[src/design/alx_pkg.sv]
// Shared types and constants for the assembly line lexer.
package alx_pkg;

    // Value buffer depth and derived widths
    localparam int MAX_VALUE_LEN = 32;
    localparam int LEN_W         = $clog2(MAX_VALUE_LEN + 1);
    localparam int ADDR_W        = $clog2(MAX_VALUE_LEN);

    // Token kinds as they appear on the result channel
    typedef enum logic [2:0] {
        K_ADDRESS = 3'd0,
        K_EQUALS  = 3'd1,
        K_LABEL   = 3'd2,
        K_SEMI    = 3'd3,
        K_COMP    = 3'd4,
        K_ERROR   = 3'd5
    } kind_t;

    // One input request
    typedef struct packed {
        logic [7:0] character;
        logic       end_of_input;
    } char_item_t;

    // One result request
    typedef struct packed {
        logic [2:0] token_kind;
        logic [7:0] value_char;
        logic       value_empty;
        logic       value_overflow;
        logic       token_last;
        logic       step_last;
    } token_item_t;

    // Commands from the controller to the datapath
    typedef struct packed {
        logic  capture;
        logic  clear;
        logic  append;
        logic  restart;
        logic  rd_reset;
        logic  rd_issue;
        logic  rd_advance;
        logic  load_buf;
        logic  load_single;
        kind_t kind;
        logic  step_last;
    } dp_cmd_t;

    // Status from the datapath to the controller
    typedef struct packed {
        logic is_digit;
        logic is_symbol;
        logic is_name;
        logic is_compute;
        logic is_space;
        logic is_at;
        logic is_equals;
        logic is_lparen;
        logic is_rparen;
        logic is_semi;
        logic eoi;
        logic rd_last;
        logic out_free;
    } dp_status_t;

endpackage

[src/design/alx_datapath.sv]
// Datapath: input capture, character classes, value buffer and result register.
module alx_datapath (
    input  logic                clk,
    input  logic                rst_n,
    input  alx_pkg::char_item_t char_item,
    input  logic                token_stall,
    output logic                token_valid,
    output alx_pkg::token_item_t token_item,
    input  alx_pkg::dp_cmd_t    cmd,
    output alx_pkg::dp_status_t status
);

    localparam logic [7:0] CH_AT     = 8'h40;
    localparam logic [7:0] CH_EQ     = 8'h3D;
    localparam logic [7:0] CH_LPAREN = 8'h28;
    localparam logic [7:0] CH_RPAREN = 8'h29;
    localparam logic [7:0] CH_SEMI   = 8'h3B;
    localparam logic [7:0] CH_DOLLAR = 8'h24;
    localparam logic [7:0] CH_UNDER  = 8'h5F;
    localparam logic [7:0] CH_COLON  = 8'h3A;
    localparam logic [7:0] CH_DOT    = 8'h2E;
    localparam logic [7:0] CH_MINUS  = 8'h2D;
    localparam logic [7:0] CH_PLUS   = 8'h2B;
    localparam logic [7:0] CH_BANG   = 8'h21;
    localparam logic [7:0] CH_AMP    = 8'h26;
    localparam logic [7:0] CH_BAR    = 8'h7C;
    localparam logic [7:0] CH_SPACE  = 8'h20;
    localparam logic [7:0] CH_NL     = 8'h0A;
    localparam logic [7:0] CH_QUEST  = 8'h3F;
    localparam logic [alx_pkg::LEN_W-1:0] MAX_LEN = alx_pkg::LEN_W'(alx_pkg::MAX_VALUE_LEN);

    logic [7:0]                 char_reg;
    logic                       eoi_reg;
    logic [7:0]                 mem [alx_pkg::MAX_VALUE_LEN];
    logic [7:0]                 rd_data_reg;
    logic [alx_pkg::LEN_W-1:0]  length_reg;
    logic [alx_pkg::LEN_W-1:0]  length_next;
    logic                       ovf_reg;
    logic                       ovf_next;
    logic [alx_pkg::LEN_W-1:0]  idx_reg;
    logic [alx_pkg::LEN_W-1:0]  idx_next;
    logic                       out_valid_reg;
    logic                       out_valid_next;
    alx_pkg::token_item_t       out_item_reg;
    logic                       wr_en;
    logic [alx_pkg::ADDR_W-1:0] wr_addr;
    logic                       room;
    logic                       is_letter;
    logic [7:0]                 single_char;

    // Hold the accepted request
    always_ff @(posedge clk)
    begin
        if (cmd.capture)
        begin
            char_reg <= char_item.character;
            eoi_reg  <= char_item.end_of_input;
        end
    end

    // Classify the held character
    always_comb
    begin
        is_letter        = (char_reg >= 8'h61 && char_reg <= 8'h7A) ||
                           (char_reg >= 8'h41 && char_reg <= 8'h5A);
        status.is_digit  = char_reg >= 8'h30 && char_reg <= 8'h39;
        status.is_symbol = is_letter || char_reg == CH_DOLLAR || char_reg == CH_UNDER ||
                           char_reg == CH_COLON || char_reg == CH_DOT;
        status.is_name   = status.is_symbol || status.is_digit;
        status.is_compute = status.is_name || char_reg == CH_MINUS || char_reg == CH_PLUS ||
                            char_reg == CH_BANG || char_reg == CH_AMP || char_reg == CH_BAR;
        status.is_space  = char_reg == CH_SPACE || char_reg == CH_NL;
        status.is_at     = char_reg == CH_AT;
        status.is_equals = char_reg == CH_EQ;
        status.is_lparen = char_reg == CH_LPAREN;
        status.is_rparen = char_reg == CH_RPAREN;
        status.is_semi   = char_reg == CH_SEMI;
        status.eoi       = eoi_reg;
        status.rd_last   = length_reg == '0 ||
                           (idx_reg + alx_pkg::LEN_W'(1)) == length_reg;
        status.out_free  = !out_valid_reg || !token_stall;
    end

    // Update buffer length and overflow mark
    always_comb
    begin
        room        = length_reg < MAX_LEN;
        length_next = length_reg;
        ovf_next    = ovf_reg;
        wr_en       = 1'b0;
        wr_addr     = length_reg[alx_pkg::ADDR_W-1:0];
        if (cmd.restart)
        begin
            wr_en       = 1'b1;
            wr_addr     = '0;
            length_next = alx_pkg::LEN_W'(1);
            ovf_next    = 1'b0;
        end
        else if (cmd.clear)
        begin
            length_next = '0;
            ovf_next    = 1'b0;
        end
        else if (cmd.append)
        begin
            if (room)
            begin
                wr_en       = 1'b1;
                length_next = length_reg + alx_pkg::LEN_W'(1);
            end
            else
            begin
                ovf_next = 1'b1;
            end
        end
    end

    // Advance the read index
    always_comb
    begin
        idx_next = idx_reg;
        if (cmd.rd_reset)
        begin
            idx_next = '0;
        end
        else if (cmd.rd_advance)
        begin
            idx_next = idx_reg + alx_pkg::LEN_W'(1);
        end
    end

    always_ff @(posedge clk or negedge rst_n)
    begin
        if (!rst_n)
        begin
            length_reg    <= '0;
            ovf_reg       <= 1'b0;
            idx_reg       <= '0;
            out_valid_reg <= 1'b0;
        end
        else
        begin
            length_reg    <= length_next;
            ovf_reg       <= ovf_next;
            idx_reg       <= idx_next;
            out_valid_reg <= out_valid_next;
        end
    end

    // Write and read the value buffer
    always_ff @(posedge clk)
    begin
        if (wr_en)
        begin
            mem[wr_addr] <= char_reg;
        end
        if (cmd.rd_issue)
        begin
            rd_data_reg <= mem[idx_reg[alx_pkg::ADDR_W-1:0]];
        end
    end

    // Load the result register
    always_comb
    begin
        case (cmd.kind)
            alx_pkg::K_EQUALS: single_char = CH_EQ;
            alx_pkg::K_SEMI:   single_char = CH_SEMI;
            default:           single_char = CH_QUEST;
        endcase
        out_valid_next = out_valid_reg && token_stall;
        if (cmd.load_buf || cmd.load_single)
        begin
            out_valid_next = 1'b1;
        end
    end

    always_ff @(posedge clk)
    begin
        if (cmd.load_buf)
        begin
            out_item_reg.token_kind     <= cmd.kind;
            out_item_reg.value_char     <= (length_reg == '0) ? 8'h00 : rd_data_reg;
            out_item_reg.value_empty    <= length_reg == '0;
            out_item_reg.value_overflow <= ovf_reg;
            out_item_reg.token_last     <= status.rd_last;
            out_item_reg.step_last      <= cmd.step_last;
        end
        else if (cmd.load_single)
        begin
            out_item_reg.token_kind     <= cmd.kind;
            out_item_reg.value_char     <= single_char;
            out_item_reg.value_empty    <= 1'b0;
            out_item_reg.value_overflow <= 1'b0;
            out_item_reg.token_last     <= 1'b1;
            out_item_reg.step_last      <= cmd.step_last;
        end
    end

    assign token_valid = out_valid_reg;
    assign token_item  = out_item_reg;

    // The buffer never holds more than its depth
    a_len_bound: assert property (@(posedge clk) disable iff (!rst_n)
        length_reg <= MAX_LEN)
        else $error("value length beyond buffer depth");

    // Never load over a result that is still stalled
    a_load_free: assert property (@(posedge clk) disable iff (!rst_n)
        (cmd.load_buf || cmd.load_single) |-> status.out_free)
        else $error("result register overwritten while stalled");

    // Only one source loads the result register at a time
    a_load_one: assert property (@(posedge clk) disable iff (!rst_n)
        !(cmd.load_buf && cmd.load_single))
        else $error("two result loads in one cycle");

    // A buffer read is always followed by a load or wait cycle, never a second read
    a_rd_order: assert property (@(posedge clk) disable iff (!rst_n)
        cmd.rd_issue |=> !cmd.rd_issue)
        else $error("buffer reads issued back to back");

endmodule

[src/design/alx_ctrl.sv]
// Controller: lexer mode and step sequencer.
module alx_ctrl (
    input  logic                clk,
    input  logic                rst_n,
    input  logic                char_valid,
    output logic                char_stall,
    input  alx_pkg::dp_status_t status,
    output alx_pkg::dp_cmd_t    cmd
);

    typedef enum logic [2:0] {
        M_IDLE, M_AT, M_ANUM, M_ASYM, M_PAREN, M_LABEL, M_COMP
    } mode_t;

    typedef enum logic [2:0] {
        S_WAIT, S_DECODE, S_RD, S_OUT, S_SINGLE
    } state_t;

    typedef enum logic [2:0] {
        T_NONE, T_CLEAR, T_APPEND, T_RESTART, T_SINGLE
    } tail_t;

    typedef struct packed {
        tail_t          tail;
        alx_pkg::kind_t single;
        mode_t          mode;
    } plan_t;

    state_t         st_reg, st_next;
    mode_t          mode_reg, mode_next;
    alx_pkg::kind_t flush_kind_reg, flush_kind_next;
    plan_t          plan_reg, plan_next;
    logic           p_flush;
    alx_pkg::kind_t p_kind;
    plan_t          p_plan;

    // Plan for a character seen from idle
    function automatic plan_t idle_plan(alx_pkg::dp_status_t s);
        plan_t p;
        p.tail   = T_NONE;
        p.single = alx_pkg::K_ERROR;
        p.mode   = M_IDLE;
        if (s.is_space)
        begin
            p.tail = T_NONE;
        end
        else if (s.is_at)
        begin
            p.tail = T_CLEAR;
            p.mode = M_AT;
        end
        else if (s.is_equals)
        begin
            p.tail   = T_SINGLE;
            p.single = alx_pkg::K_EQUALS;
        end
        else if (s.is_lparen)
        begin
            p.tail = T_CLEAR;
            p.mode = M_PAREN;
        end
        else if (s.is_semi)
        begin
            p.tail   = T_SINGLE;
            p.single = alx_pkg::K_SEMI;
        end
        else if (s.is_compute)
        begin
            p.tail = T_RESTART;
            p.mode = M_COMP;
        end
        else
        begin
            p.tail = T_SINGLE;
        end
        return p;
    endfunction

    // Plan after an unclosed label: computation or error
    function automatic plan_t label_break_plan(alx_pkg::dp_status_t s);
        plan_t p;
        p.single = alx_pkg::K_ERROR;
        if (s.is_compute)
        begin
            p.tail = T_RESTART;
            p.mode = M_COMP;
        end
        else
        begin
            p.tail = T_SINGLE;
            p.mode = M_IDLE;
        end
        return p;
    endfunction

    function automatic plan_t keep(mode_t m);
        plan_t p;
        p.tail   = T_APPEND;
        p.single = alx_pkg::K_ERROR;
        p.mode   = m;
        return p;
    endfunction

    // Decode the held character against the current mode
    always_comb
    begin
        p_flush = 1'b0;
        p_kind  = alx_pkg::K_ADDRESS;
        p_plan  = idle_plan(status);
        if (status.eoi)
        begin
            p_flush       = mode_reg inside {M_AT, M_ANUM, M_ASYM, M_COMP};
            p_kind        = (mode_reg == M_COMP) ? alx_pkg::K_COMP : alx_pkg::K_ADDRESS;
            p_plan.tail   = T_SINGLE;
            p_plan.single = alx_pkg::K_ERROR;
            p_plan.mode   = M_IDLE;
        end
        else
        begin
            case (mode_reg)
                M_AT:
                begin
                    if (status.is_digit)
                        p_plan = keep(M_ANUM);
                    else if (status.is_symbol)
                        p_plan = keep(M_ASYM);
                    else
                        p_flush = 1'b1;
                end
                M_ANUM:
                begin
                    if (status.is_digit)
                        p_plan = keep(M_ANUM);
                    else
                        p_flush = 1'b1;
                end
                M_ASYM:
                begin
                    if (status.is_name)
                        p_plan = keep(M_ASYM);
                    else
                        p_flush = 1'b1;
                end
                M_PAREN, M_LABEL:
                begin
                    if ((mode_reg == M_PAREN) ? status.is_symbol : status.is_name)
                    begin
                        p_plan = keep(M_LABEL);
                    end
                    else if (status.is_rparen)
                    begin
                        p_flush     = 1'b1;
                        p_kind      = alx_pkg::K_LABEL;
                        p_plan.tail = T_NONE;
                        p_plan.mode = M_IDLE;
                    end
                    else
                    begin
                        p_plan = label_break_plan(status);
                    end
                end
                M_COMP:
                begin
                    p_kind = alx_pkg::K_COMP;
                    if (status.is_compute)
                        p_plan = keep(M_COMP);
                    else
                        p_flush = 1'b1;
                end
                default:
                begin
                    p_plan = idle_plan(status);
                end
            endcase
        end
    end

    // Sequence the step and drive datapath commands
    always_comb
    begin
        st_next         = st_reg;
        mode_next       = mode_reg;
        flush_kind_next = flush_kind_reg;
        plan_next       = plan_reg;
        cmd             = '0;
        cmd.kind        = alx_pkg::K_ERROR;
        case (st_reg)
            S_WAIT:
            begin
                cmd.capture = char_valid;
                if (char_valid)
                    st_next = S_DECODE;
            end
            S_DECODE:
            begin
                flush_kind_next = p_kind;
                plan_next       = p_plan;
                if (p_flush)
                begin
                    cmd.rd_reset = 1'b1;
                    st_next      = S_RD;
                end
                else if (p_plan.tail == T_SINGLE)
                begin
                    st_next = S_SINGLE;
                end
                else
                begin
                    cmd.clear   = p_plan.tail == T_CLEAR;
                    cmd.append  = p_plan.tail == T_APPEND;
                    cmd.restart = p_plan.tail == T_RESTART;
                    mode_next   = p_plan.mode;
                    st_next     = S_WAIT;
                end
            end
            S_RD:
            begin
                cmd.rd_issue = 1'b1;
                st_next      = S_OUT;
            end
            S_OUT:
            begin
                if (status.out_free)
                begin
                    cmd.load_buf  = 1'b1;
                    cmd.kind      = flush_kind_reg;
                    cmd.step_last = status.rd_last && plan_reg.tail != T_SINGLE;
                    if (status.rd_last)
                    begin
                        cmd.clear = 1'b1;
                        if (plan_reg.tail == T_SINGLE)
                        begin
                            st_next = S_SINGLE;
                        end
                        else
                        begin
                            cmd.restart = plan_reg.tail == T_RESTART;
                            mode_next   = plan_reg.mode;
                            st_next     = S_WAIT;
                        end
                    end
                    else
                    begin
                        cmd.rd_advance = 1'b1;
                        st_next        = S_RD;
                    end
                end
            end
            S_SINGLE:
            begin
                if (status.out_free)
                begin
                    cmd.load_single = 1'b1;
                    cmd.kind        = plan_reg.single;
                    cmd.step_last   = 1'b1;
                    cmd.clear       = 1'b1;
                    mode_next       = plan_reg.mode;
                    st_next         = S_WAIT;
                end
            end
            default:
            begin
                st_next = S_WAIT;
            end
        endcase
    end

    always_ff @(posedge clk or negedge rst_n)
    begin
        if (!rst_n)
        begin
            st_reg         <= S_WAIT;
            mode_reg       <= M_IDLE;
            flush_kind_reg <= alx_pkg::K_ADDRESS;
            plan_reg       <= '{tail: T_NONE, single: alx_pkg::K_ERROR, mode: M_IDLE};
        end
        else
        begin
            st_reg         <= st_next;
            mode_reg       <= mode_next;
            flush_kind_reg <= flush_kind_next;
            plan_reg       <= plan_next;
        end
    end

    assign char_stall = st_reg != S_WAIT;

    // An accepted request is always decoded next
    a_accept_decode: assert property (@(posedge clk) disable iff (!rst_n)
        (char_valid && !char_stall) |=> st_reg == S_DECODE)
        else $error("accepted request not decoded");

    // End of input always leaves the lexer idle
    a_eoi_idle: assert property (@(posedge clk) disable iff (!rst_n)
        (st_reg == S_DECODE && status.eoi) |-> plan_next.mode == M_IDLE)
        else $error("end of input does not return to idle");

    // The final result of a step hands the line back to the input side
    a_step_end: assert property (@(posedge clk) disable iff (!rst_n)
        (cmd.load_buf && cmd.step_last) |=> st_reg == S_WAIT)
        else $error("step ended without returning to wait");

endmodule

[src/design/assembly_line_lexer.sv]
// Top level of the assembly line lexer: controller plus datapath.
//
//  channel  valid        stall        payload
//  input    char_valid   char_stall   char_item  (character, end_of_input)
//  result   token_valid  token_stall  token_item (kind, char, flags)
//
// A character that yields no result is only accepted and decoded.
// A flushed token reads each buffered character from the value buffer and
// then loads it into the result register (an empty value gets one read and
// load), followed by a load for a trailing single-character token, if any.
// Reset is asynchronous and active low; the buffer needs no clearing pass.
// A stalled result holds the sequencer; char_stall stays high until the step ends.
module assembly_line_lexer (
    input  logic                 clk,
    input  logic                 rst_n,
    input  logic                 char_valid,
    output logic                 char_stall,
    input  alx_pkg::char_item_t  char_item,
    output logic                 token_valid,
    input  logic                 token_stall,
    output alx_pkg::token_item_t token_item
);

    alx_pkg::dp_cmd_t    cmd;
    alx_pkg::dp_status_t status;

    alx_ctrl u_ctrl (
        .clk        (clk),
        .rst_n      (rst_n),
        .char_valid (char_valid),
        .char_stall (char_stall),
        .status     (status),
        .cmd        (cmd)
    );

    alx_datapath u_datapath (
        .clk         (clk),
        .rst_n       (rst_n),
        .char_item   (char_item),
        .token_stall (token_stall),
        .token_valid (token_valid),
        .token_item  (token_item),
        .cmd         (cmd),
        .status      (status)
    );

endmodule
[config.mk]
export PLATFORM = sky130hd
export DESIGN_NAME = assembly_line_lexer
export DESIGN_NICKNAME = d
export VERILOG_FILES = /design/src/design/alx_pkg.sv /design/src/design/alx_datapath.sv /design/src/design/alx_ctrl.sv /design/src/design/assembly_line_lexer.sv
export SDC_FILE = /design/constraint.sdc
export NUM_CORES = 1
export LEC_CHECK = 0
export BUFFER_PORTS_ARGS = -buffer_cell sky130_fd_sc_hd__buf_2
export CAP_MARGIN = 40
export CORE_UTILIZATION = 45
export CTS_BUF_LIST = sky130_fd_sc_hd__clkbuf_8 sky130_fd_sc_hd__clkbuf_16
export CTS_CLUSTER_SIZE = 25
export DETAILED_ROUTE_END_ITERATION = 7
export GPL_TIMING_DRIVEN = 0
export SYNTH_ARGS = -nofsm -noshare
export SYNTH_HDL_FRONTEND = slang
export SYNTH_SLANG_ARGS = --single-unit
[constraint.sdc]
create_clock -name clk -period 5.2 [get_ports clk]
set_input_delay 0.26 -clock clk [delete_from_list [all_inputs] [get_ports clk]]
set_output_delay 0.26 -clock clk [all_outputs]
set_load 0.005 [all_outputs]
Word level (Yosys, flattened, before mapping):

Memory sizes are Yosys's and may differ from the RTL's. A register that Yosys moved wholly into a read port is not among the register bits.
Index checks and enable logic that the tools add are counted.

* input bits: 13
* memories kept: 1
* ROM bits: 0
* memory bits (writable): 256
* register bits after elaboration: 56
* output and inout port bits: 17
* word-level logic and storage cells: 208
* bits in latches: 0

Memories
* u_datapath.mem: depth 32, width 8, read ports 1, clocked after Yosys merged registers in 1, write ports 1, line alx_datapath.sv:34 `logic [7:0] mem [alx_pkg::MAX_VALUE_LEN];`

* magnitude comparators: 7
* shift-type cells: 0
* $add $sub $neg: 2
* equal/unequal tests: 44
* divide/modulo/power cells: 0
* multiply operators: 0
* reductions and logical operators: 36
* bitwise operators: 0
* multiplexer cells: 100

Operators by type and width (count)
* $mux 3: 34
* $eq 8x6->1 const B: 12
* $mux 9: 7
* $mux 6: 8
* $pmux 9 s5: 1
* $mux 1: 33
* $mux 15: 2
* $eq 3x2->1 const B: 8
* $eq 8x7->1 const B: 3
* $eq 3x3->1 const B: 6
* $ge 8x7->1 const B: 2
* $le 8x7->1 const B: 2
* $logic_or 1x1->1: 15
* $pmux 3 s5: 1
* $add 6x1->6 const B: 2
* $eq 3x1->1 const B: 4
* $ne 2x2->1 const B: 6
* $pmux 3 s2: 2
* $reduce_bool 3->1: 4
* $mux 5: 2
* $pmux 3 s3: 1
* $eq 8x4->1 const B: 1
* $ge 8x6->1 const B: 1
* $le 8x6->1 const B: 1
* 21 further kinds: 31

Depth between registers and ports, before layout:

Gate-level depths: netlist of run 1.

* depth in word-level cells: 32
* depth in mapped cells: 11
* depth with buffers taken out: 8

Cells and area by module:

Synthesis of run 1 repeated with hierarchy kept, for this count alone.

* cells, all modules: 790
* area, all modules: 13465.4 um^2

By module, submodules not included
* alx_datapath: cells each 605, area each 12029.0 um^2, times used 1, sequential area each 8998.6 um^2
* alx_ctrl: cells each 185, area each 1436.4 um^2, times used 1, sequential area each 401.6 um^2

Worst setup path after synthesis of run 1:

OpenSTA, ideal clock, no wires.

* kind: flip-flop to flip-flop
* from: reg u_datapath.char_reg[5]
* to: mem u_datapath.mem[17][0] (enable)
* data arrival time: 3450 ps
* data required time: 4805 ps
* setup time: 395 ps
* path slack: 1355 ps
* stages on the path, launching flop included: 11
* cells stage by stage: edfxtp_1 -> or3b_1 -> nor2_1 -> a32oi_2 -> buf_4 -> and3b_1 -> buf_2 -> and4b_1 -> buf_2 -> nand4_1 -> nor4_1

* word-level cells in the longest chain between the ends: 32
* elaborated cells between the ends (all ways): 77
* classes of those cells: order compare: 6; eq/ne: 20; mux: 36; reduce/logical: 15

RTL lines
* start, declared: line alx_datapath.sv:32 `logic [7:0] char_reg;`
* start signal, assigned: line alx_datapath.sv:56 `char_reg <= char_item.character;`
* $ge 8x7->1, or another cell as far along: line alx_datapath.sv:64 `is_letter = (char_reg >= 8'h61 && char_reg <= 8'h7A) ||`
* $logic_and 1x1->1, on equally long branches: line alx_datapath.sv:64, alx_datapath.sv:65
* $logic_or 1x1->1: line alx_datapath.sv:64
* $logic_or 1x1->1 (3 in series): line alx_datapath.sv:67 `status.is_symbol = is_letter || char_reg == CH_DOLLAR || char_reg == CH_UNDER ||`
* $logic_or 1x1->1: line alx_datapath.sv:68 `char_reg == CH_COLON || char_reg == CH_DOT;`
* $logic_or 1x1->1: line alx_datapath.sv:69 `status.is_name = status.is_symbol || status.is_digit;`
* $logic_or 1x1->1 (3 in series): line alx_datapath.sv:70 `status.is_compute = status.is_name || char_reg == CH_MINUS || char_reg == CH_PLUS ||`
* $logic_or 1x1->1 (2 in series): line alx_datapath.sv:71 `char_reg == CH_BANG || char_reg == CH_AMP || char_reg == CH_BAR;`
* (+11 left out)
* $mux 3: line alx_ctrl.sv:203 `else if (p_plan.tail == T_SINGLE)`
* $mux 3 *: line alx_ctrl.sv:198 `if (p_flush)`
* $mux 1: line alx_ctrl.sv:187 `case (st_reg)`
* $mux 1: line alx_datapath.sv:104 `else if (cmd.append)`
* $mux 1: line alx_datapath.sv:99 `else if (cmd.clear)`
* $mux 1: line alx_datapath.sv:92 `if (cmd.restart)`
* $mux 1: line alx_datapath.sv:153 `if (wr_en)`
* $mux 1 (implied by the code): line alx_datapath.sv:155 `mem[wr_addr] <= char_reg;`
* end, declared: line alx_datapath.sv:34

Mark *: on every way between the ends. The rest lies on a longest branch, timed or not.

Worst setup path in the final report of run 1:

* from: reg u_datapath.char_reg[3]
* to: mem u_datapath.mem[29][6] (enable)

Same word-level chain as after synthesis.

==> run_results.csv, run 1 <==
group,metric,value,unit
run_status,status,"complete, no violations",
power,ir_worst_vdd,0.409,mV
layout,multi_input_area,3860,um2
logic_synthesis,synth-edff-count,288,
clocking,postCtsResizedCells,0,
clocking,cts.sinks,318,
critical_path,cp_slowest_cell,"edfxtp_1",
layout,area_delta_synth_final,16.9,%
run,drv_cap,0,
timing,finClkSkew,0.0152,ns
critical_path,path_class,"reg -> reg",
critical_path,path_cells,"buf_2 -> nor4b_1 -> a32oi_1 -> o21ai_1 -> o221ai_1 -> nand2_1 -> buf_1 -> nand4_1 -> nor3_1 -> buf_4",
critical_path,arrival,4.98,ns
critical_path,crit_path_end_kind,"flip-flop",
clocking,cts-root-buf,"clkbuf_16",
logic_synthesis,postSynthAreaPerCell,17.1,um2
detailed_routing,wirelength,30.7,mm
critical_path,crit_end,"u_datapath.mem[29][6]",
floorplan,rows,63,
logic_synthesis,yosys.area_share.simple,7.86,%
timing,setup_viol,0,
detailed_routing,wl_per_cell,23.2,um
timing,finalHoldViolCount,0,
logic_synthesis,synthesis.area,13500,um2
detailed_routing,dr.pass1.iters,7,
global_routing,grt_pass1_wl,46.5,mm
timing,min_period,4.76,ns
place,port_buffers,29,
clocking,clk_latency,0.51,ns
clocking,cts_made_buffers,34,
power,p_leak,5.15,nW
timing,tightest_slew,0.875,ns
clocking,htreeDepth,2,
detailed_routing,vias,7635,
detailed_routing,drtIter0Drc,627,
logic_synthesis,synth-seq-cells,318,
layout,largest_reg_flops,256,
floorplan,die_y,175,um
logic_synthesis,synth_mux_area_share,14.1,%
critical_path,slowest_delay,0.85,ns
critical_path,worst-r2r-cell-count,10,
global_routing,antenna_found_initial,0,
detailed_routing,antenna_left,0,
clocking,cts_tree,"done",
logic_synthesis,yosysUniqueCellTypes,77,
layout,final_cell_mix,"288 x edfxtp_1, 74 x mux4_2, 49 x nor2_1, 48 x nand2_1, 46 x buf_2",
logic_synthesis,synth_cells,791,
global_routing,grt_max_degree,33,
critical_path,timing.rr.start,"u_datapath.char_reg[3]",
floorplan,initial_utilization,45.7,%
layout,fin_nets,921,
detailed_routing,drc_errors,0,
layout,fillCellCount,2385,
logic_synthesis,ys_seq_area_share,69.7,%
power,p_total,7.80,mW
floorplan,die_w,175,um
logic_synthesis,synthAdderAreaFrac,0.278,%
timing,clock.fmax,210,MHz
logic_synthesis,synth_top_family_by_area,"multiplexers",
clocking,clockBufferDepth,3,
layout,ff_latch_area,9400,um2
timing,relSlewSlack,41.2,%
timing,rsz0062_at_grt,"false",
critical_path,cp-startpoint,"u_datapath.char_reg[3]",
detailed_routing,post_drt_via_cell_ratio,5.78,
hold_path,min_path_type,"in -> reg",
logic_synthesis,ys_warn_count,0,
layout,n_antenna_cell,0,
floorplan,core,29600,um2
place,place_hpwl,21.7,mm
layout,layout_commonest_cell,"edfxtp_1",
layout,largest_register,"u_datapath.mem",
timing,final.setup.tns,0,ns
critical_path,startpoint_type,"flip-flop",
clocking,path_clk_slew,0.06,ns
global_routing,grtUsageTotal,20.5,%
layout,layout-drive-gt1-share,24.9,%
logic_synthesis,syn_nets,807,
floorplan,num_io_pins,30,
critical_path,required,5.42,ns
layout,utilization,53.3,%
logic_synthesis,synth-main-ff-cell,"edfxtp_1",
power,cellPowerDensity,495,nW/um2
global_routing,globalRoute.totalOverflow,0,
global_routing,grt_pass1_vias,7677,
logic_synthesis,synth_xor_area_share,0.909,%
logic_synthesis,async_flop_share,9.43,%
timing,period_share,91.6,%
critical_path,rr_endpoint,"u_datapath.mem[29][6]",
place,gp_congestion,0.858,
critical_path,crit_fanout,19,
floorplan,die_area,30700,um2
timing,maxSlewViolCount,0,
logic_synthesis,synth-compound-area-share,5.22,%
critical_path,r2r_slack,0.44,ns
-- logic make-up after synthesis --
kind of cell,count (synthesis)
mux,97
compound gates,98
fa+ha+maj,3
flops,318
simple gates,200
xor+xnor,14
buf+inv,61
-- cells in the mapped netlist (10+ instances only) --
cell	n	area share (%)
edfxtp_1	288	64
mux4_2	74	12
nor2_1	49	1.4
nand2_1	48	1.3
dfrtp_1	29	5.4
clkbuf_1	27	0.75
nor3_1	22	0.82
o21ai_0	15	0.56
a21oi_1	14	0.52
mux2i_1	14	1.0
nand3_1	14	0.52
inv_1	13	0.36
xnor2_1	11	0.71
buf_1	10	0.28
-- worst max-delay path: cells and delay by family (launching register included) --
kind / cells / cell delay, ns
compound gates: 3 / 0.56
flops: 1 / 0.85
buf+inv: 3 / 1.01
simple gates: 4 / 2.06
-- stage by stage --
| step | setup WS [ns] | instance area [um2] | std cells | hold slack [ns] |
|---|---|---|---|---|
| final | 0.439 | 15800 | 1320 | 0.0803 |
| after global routing | 0.0446 | 15800 | 1320 | 0.0755 |
| after CTS | 0.496 | 15800 | 1319 | 0.0644 |
| after detailed placement | 0.490 | 14600 | 1248 | 0.366 |
| after global placement | -0.653 | 14100 | 1210 | 0.374 |
| after floorplan | 1.36 | 13500 | 791 | -0.0356 |
-- routing by layer --
metal	routed length (um)	track usage [%]	vias to the layer above
li1	-	-	3425
met4	531	5.11	0
met2	14800	32.6	219
met3	1730	4.03	42
met1	13600	28.9	3949
met5	0	0	-
-- layout make-up --
cell class	instances	share of cell area (%)
flip-flops and latches	318	59.6
clock inverters	26	1.09
repair buffers	78	4.53
plain buffers	46	1.29
inverters	15	0.357
clock buffers	35	5.55
well taps	390	3.09
multi-input cells	412	24.5
-- what timing repair did --
item                                   4_1_cts  5_1_grt
setup buffers                                0        0
endpoints found under the hold margin       38        0
hold buffers                                10        0
-- report_power, final --
| group | switching (mW) | internal, mW | total (mW) | leakage [nW] |
|---|---|---|---|---|
| sequential | 0.125 | 3.04 | 3.17 | 2.98 |
| combinational | 1.31 | 1.04 | 2.35 | 1.63 |
| clock | 0.955 | 1.32 | 2.28 | 0.542 |
-- how the worst min path moves through the flow --
stage	startpoint	endpoint	slack, ns	cells past startpoint
6_report	token_stall	u_datapath.token_valid	0.08	3
5_1_grt	token_stall	u_datapath.token_valid	0.08	3
4_1_cts	token_stall	u_datapath.token_valid	0.06	3
3_5_place_dp	rst_n	u_datapath.token_valid	0.37	1
3_3_place_gp	rst_n	u_datapath.idx_reg[0]	0.37	1
2_1_floorplan	rst_n	u_ctrl.flush_kind_reg[1]	-0.04	0
Note: power is estimated with default switching activity, not from simulation.
==> run 2: changes to the inputs <==
--- a/config.mk
+++ b/config.mk
@@ -7,11 +7,13 @@
 export LEC_CHECK = 0
 export BUFFER_PORTS_ARGS = -buffer_cell sky130_fd_sc_hd__buf_2
 export CAP_MARGIN = 40
+export CORE_MARGIN = 5
 export CORE_UTILIZATION = 45
 export CTS_BUF_LIST = sky130_fd_sc_hd__clkbuf_8 sky130_fd_sc_hd__clkbuf_16
 export CTS_CLUSTER_SIZE = 25
 export DETAILED_ROUTE_END_ITERATION = 7
 export GPL_TIMING_DRIVEN = 0
+export RECOVER_POWER = 100
 export SYNTH_ARGS = -nofsm -noshare
 export SYNTH_HDL_FRONTEND = slang
 export SYNTH_SLANG_ARGS = --single-unit
==> run 2 against run 1 <==
Net effect: combinational power down 4%; core utilization fell by 1.3 points; design area shrank 2.3%; the flow now finishes with violations (capacitance limit, slew limit); maximum frequency rose by 0.34%.
==> run_results.csv, run 2 (synthesis gave the netlist of run 1 again) <==
group,metric,value,unit
run_status,status,"finished with violations",
run_status,violations,"capacitance limit, slew limit",
detailed_routing,antenna_left,0,
timing,setup_slack,0.455,ns
clocking,cts.sinks,318,
critical_path,required,5.38,ns
timing,min_period,4.74,ns
timing,period_share,91.2,%
floorplan,die_y,183,um
detailed_routing,dr.pass1.iters,5,
timing,final.setup.tns,0,ns
global_routing,grt_pass1_vias,7676,
critical_path,crit_fanout,15,
detailed_routing,post_drt_via_cell_ratio,5.66,
critical_path,r2r_slack,0.46,ns
layout,largest_reg_flops,256,
power,ir_worst_vdd,0.349,mV
floorplan,die_w,183,um
timing,finalHoldViolCount,0,
global_routing,grtUsageTotal,18.2,%
clocking,cts-root-buf,"clkbuf_16",
place,port_buffers,29,
critical_path,slowest_delay,0.92,ns
floorplan,die_area,33500,um2
critical_path,cpLargestDelayFamily,"simple AND/OR/NAND/NOR gates",
layout,layout-drive-gt1-share,18.1,%
clocking,htreeDepth,2,
critical_path,worst-r2r-cell-count,12,
floorplan,initial_utilization,45.5,%
place,place_hpwl,21.5,mm
critical_path,cpMostUsedCell,"clkbuf_1",
global_routing,globalRoute.totalOverflow,0,
timing,maxSlewViolCount,31,
power,p_leak,4.90,nW
place,dp_slack,0.446,ns
critical_path,path_class,"reg -> reg",
place,gp_congestion,0.870,
layout,fin_nets,918,
timing,tightest_slew,1.78,ns
detailed_routing,vias,7457,
floorplan,num_io_pins,30,
floorplan,core,29600,um2
critical_path,rr_endpoint,"u_datapath.mem[21][2]",
clocking,path_clk_slew,0.06,ns
global_routing,antenna_found_initial,0,
clocking,postCtsResizedCells,0,
critical_path,timing.rr.start,"u_datapath.char_reg[0]",
layout,area_delta_synth_final,14.2,%
power,cellPowerDensity,494,nW/um2
layout,final_cell_mix,"288 x edfxtp_1, 75 x clkbuf_1, 74 x mux4_2, 49 x nor2_1, 48 x nand2_1",
detailed_routing,wirelength,30.1,mm
clocking,clk_latency,0.50,ns
critical_path,startpoint_type,"flip-flop",
timing,clock.fmax,211,MHz
detailed_routing,wl_per_cell,22.9,um
power,p_total,7.61,mW
detailed_routing,drc_errors,0,
clocking,cts_tree,"done",
hold_path,hold-path-endpoint,"u_datapath.token_valid",
layout,n_antenna_cell,0,
layout,layout_commonest_cell,"edfxtp_1",
clocking,cts_made_buffers,34,
global_routing,grt_pass1_wl,46.7,mm
run,drv_cap,1,
hold_path,min_path_cells,3,
timing,hold_ws,0.0842,ns
critical_path,arrival,4.92,ns
timing,setup_viol,0,
clocking,post_cts_buffers,0,
critical_path,path_cells,"clkbuf_1 -> and4b_1 -> or3_1 -> a32oi_1 -> clkbuf_1 -> and3b_1 -> clkbuf_1 -> and4b_1 -> buf_2 -> nand4_1 -> nor3_1 -> clkbuf_1",
detailed_routing,drtIter0Drc,646,
floorplan,rows,63,
critical_path,cp_slowest_cell,"nor3_1",
clocking,clockBufferDepth,3,
timing,relSlewSlack,-18.6,%
hold_path,hp-start,"token_stall",
critical_path,path_buf_inv,5,
hold_path,min_path_type,"in -> reg",
timing,finClkSkew,0.0108,ns
timing,rsz0062_at_grt,"false",
global_routing,grt_max_degree,33,
critical_path,crit_path_end_kind,"flip-flop",
layout,largest_register,"u_datapath.mem",
-- run 2: area by class of cell --
class / instances / area [um2]
fill: 2476 / 14200
sequential: 318 / 9400
multi-input combinational: 412 / 3820
clock buffer: 36 / 890
tap: 390 / 488
timing repair buffer: 75 / 428
buffer: 46 / 190
clock inverter: 25 / 135
inverter: 15 / 56.3
-- run 2: metrics by stage --
| stage | cell area (um2) | util [%] | cells |
|---|---|---|---|
| after floorplan | 13500 | - | 791 |
| after global placement | 14100 | 47.7 | 1210 |
| after detailed placement | 14500 | 49.1 | 1244 |
| after CTS | 15700 | 52.9 | 1315 |
| after global routing | 15400 | 52.0 | 1317 |
| final | 15400 | 52.0 | 1317 |
-- run 2: worst max path at each step --
stage / start / end / slack [ns] / cells past startpoint
3_3_place_gp: u_datapath.char_reg[3] / u_datapath.mem[17][0] / -0.32 / 9
2_1_floorplan: u_datapath.char_reg[5] / u_datapath.mem[17][0] / 1.36 / 10
4_1_cts: u_datapath.char_reg[0] / u_datapath.mem[21][6] / 0.43 / 10
5_1_grt: u_datapath.char_reg[4] / u_datapath.mem[29][3] / 0.12 / 10
6_report: u_datapath.char_reg[0] / u_datapath.mem[21][2] / 0.46 / 12
3_5_place_dp: u_datapath.char_reg[0] / u_datapath.mem[21][2] / 0.45 / 10
-- run 2: repair_timing --
action,CTS,global route
hold buffers,10,0
hold endpoints to repair,38,0
endpoints found under the setup margin,0,0
-- run 2: per-layer routing --
metal / global-route usage (%) / wire length [um]
met5: 0 / 0
met4: 3.46 / 417
met3: 2.84 / 1330
met2: 30.4 / 14900
met1: 26.0 / 13500
-- run 2: tightest hold or removal path, cell delays in order --
cell	delay (ns)
buf_2	0.08
nand2_1	0.12
nand2_1	0.08
-- run 2: where the power goes --
group	internal [mW]	leakage (nW)	switching, mW
logic	0.954	1.37	1.29
registers	3.05	2.98	0.109
clock network	1.28	0.541	0.928
==> run 3: changes to the inputs <==
--- a/config.mk
+++ b/config.mk
@@ -7,7 +7,6 @@
 export LEC_CHECK = 0
 export BUFFER_PORTS_ARGS = -buffer_cell sky130_fd_sc_hd__buf_2
 export CAP_MARGIN = 40
-export CORE_MARGIN = 5
 export CORE_UTILIZATION = 45
 export CTS_BUF_LIST = sky130_fd_sc_hd__clkbuf_8 sky130_fd_sc_hd__clkbuf_16
 export CTS_CLUSTER_SIZE = 25
==> run 3 against run 2 <==
Net effect: the run still ends with capacitance limit, slew limit left; flip-flop and latch count unchanged; critical endpoint is now u_datapath.mem[31][0]; wire length increased by 2.1%; highest routed layer unchanged; combinational power about the same; largest cell class unchanged.
==> run_results.csv, run 3 (synthesis gave the netlist of run 1 again) <==
group,metric,value,unit
power,switching_share,30.8,%
clocking,htreeDepth,2,
critical_path,arrival,4.95,ns
clocking,cts_tree,"done",
layout,largest_reg_flops,256,
floorplan,core,29600,um2
power,ir_worst_vdd,0.381,mV
timing,clock.fmax,207,MHz
timing,finalHoldViolCount,0,
power,seq_power_share,41.1,%
global_routing,grtUsageTotal,20.5,%
timing,hold_ws,0.0860,ns
global_routing,globalRoute.totalOverflow,0,
place,place_area,14600,um2
clocking,cts.sinks,318,
power,clkPwrFrac,29.5,%
detailed_routing,drtIter0Drc,611,
floorplan,initial_utilization,45.7,%
floorplan,num_io_pins,30,
power,p_leak,4.95,nW
layout,layout-drive-gt1-share,19.9,%
timing,relSlewSlack,-19.7,%
hold_path,min_path_type,"in -> reg",
detailed_routing,wl_met1,13.7,mm
run,drv_cap,1,
detailed_routing,post_drt_via_cell_ratio,5.78,
clocking,clk_latency,0.51,ns
detailed_routing,dr.pass1.iters,5,
layout,area_delta_synth_final,14.8,%
power,cellPowerDensity,498,nW/um2
place,port_buffers,29,
critical_path,path_class,"reg -> reg",
clocking,clockBufferDepth,3,
floorplan,die_y,175,um
run_status,violations,"capacitance limit, slew limit",
place,place_hpwl,21.7,mm
critical_path,startpoint_type,"flip-flop",
detailed_routing,drc_errors,0,
clocking,path_clk_slew,0.06,ns
floorplan,die_w,175,um
place,place_inst,1248,
layout,final_area,15500,um2
global_routing,antenna_found_initial,0,
run_status,status,"finished with violations",
detailed_routing,highest_layer,"met4",
clocking,hold_buffers,10,
layout,n_antenna_cell,0,
power,p_sw,2.37,mW
critical_path,required,5.33,ns
place,gp_congestion,0.858,
clocking,cts_made_buffers,34,
floorplan,rows,63,
layout,largest_register,"u_datapath.mem",
global_routing,grt_pass1_vias,7677,
timing,period_share,92.8,%
layout,final_cell_mix,"288 x edfxtp_1, 74 x mux4_2, 63 x clkbuf_1, 49 x nor2_1, 48 x nand2_1",
detailed_routing,wirelength,30.7,mm
clocking,post_cts_buffers,0,
detailed_routing,met3WireLength,1.65,mm
timing,rsz0062_at_grt,"false",
critical_path,crit_fanout,19,
layout,layoutNonFillerInstCount,1320,
power,p_total,7.71,mW
detailed_routing,route.met2.wl,14.9,mm
critical_path,crit_path_end_kind,"flip-flop",
detailed_routing,vias,7628,
global_routing,grt_max_degree,33,
timing,min_period,4.82,ns
layout,layout_commonest_cell,"edfxtp_1",
power,p_comb_share,29.4,%
layout,fin_nets,921,
detailed_routing,antenna_left,0,
timing,finClkSkew,0.0143,ns
global_routing,grt_pass1_wl,46.5,mm
timing,setup_viol,0,
power,p_int,5.33,mW
floorplan,die_area,30700,um2
clocking,postCtsResizedCells,0,
timing,tightest_slew,1.80,ns
detailed_routing,wl_per_cell,23.3,um
clocking,cts-root-buf,"clkbuf_16",
timing,maxSlewViolCount,31,
[run 3: cell count changes in the layout (fill, tap and decap cells not counted), sizes merged]
cell / delta
clkbuf: -8
clkinvlp: +1
bufinv: +1
inv: -3
buf: +10
clkinv: +2
[run 3: power by group through the flow]
| stage | combinational (mW) | sequential [mW] | clock, mW |
|---|---|---|---|
| after floorplan | 1.50 | 3.21 | 0 |
| after global placement | 2.12 | 3.30 | 0 |
| after detailed placement | 2.36 | 3.22 | 0 |
| after CTS | 2.37 | 3.17 | 2.32 |
| after global routing | 2.44 | 3.18 | 2.41 |
| final | 2.27 | 3.17 | 2.27 |
[run 3: cell type report]
type | count | area [um2]
plain buffers | 46 | 190
clock buffers | 35 | 876
clock inverters | 26 | 173
fillers | 2434 | 14100
inverters | 15 | 56.3
multi-input cells | 412 | 3820
flip-flops and latches | 318 | 9400
well taps | 390 | 488
repair buffers | 78 | 489
[run 3: per-stage QoR]
step | worst slack [ns] | utilization (%) | setup TNS, ns
floorplan | 1.36 | - | 0
global placement | -0.653 | 47.8 | -29.61
detailed placement | 0.490 | 49.4 | 0
CTS | 0.496 | 53.3 | 0
global route | 0.0256 | 52.4 | 0
finish | 0.377 | 52.4 | 0
[run 3: worst paths after layout]
kind	start	to	slack (ns)	cells past startpoint
setup / recovery	u_datapath.char_reg[3]	u_datapath.mem[31][0]	0.38	10
hold / removal	token_stall	u_datapath.token_valid	0.09	3
setup reg to reg	u_datapath.char_reg[3]	u_datapath.mem[31][0]	0.38	10
min in group asynchronous	rst_n	u_datapath.token_valid	0.78	2
hold reg to reg	u_ctrl.plan_reg[5]	u_ctrl.plan_reg[5]	0.48	2
max in group asynchronous	rst_n	u_ctrl.mode_reg[0]	3.38	2
[run 3: metal layers]
| layer | vias up | GRT usage [%] |
|---|---|---|
| li1 | 3427 | - |
| met1 | 3953 | 28.9 |
| met2 | 206 | 32.6 |
| met3 | 42 | 4.03 |
| met4 | 0 | 5.11 |
| met5 | - | 0 |
[run 3: worst max-delay path, stage by stage (launching register included)]
cell and delay, ns:
edfxtp_1 0.86, buf_2 0.33, o21ba_2 0.18, a211oi_1 0.38, o21ai_1 0.16, and3b_1 0.20
clkbuf_1 0.17, nand4b_1 0.43, or4_1 0.57, clkbuf_1 0.34, nor3_2 0.81
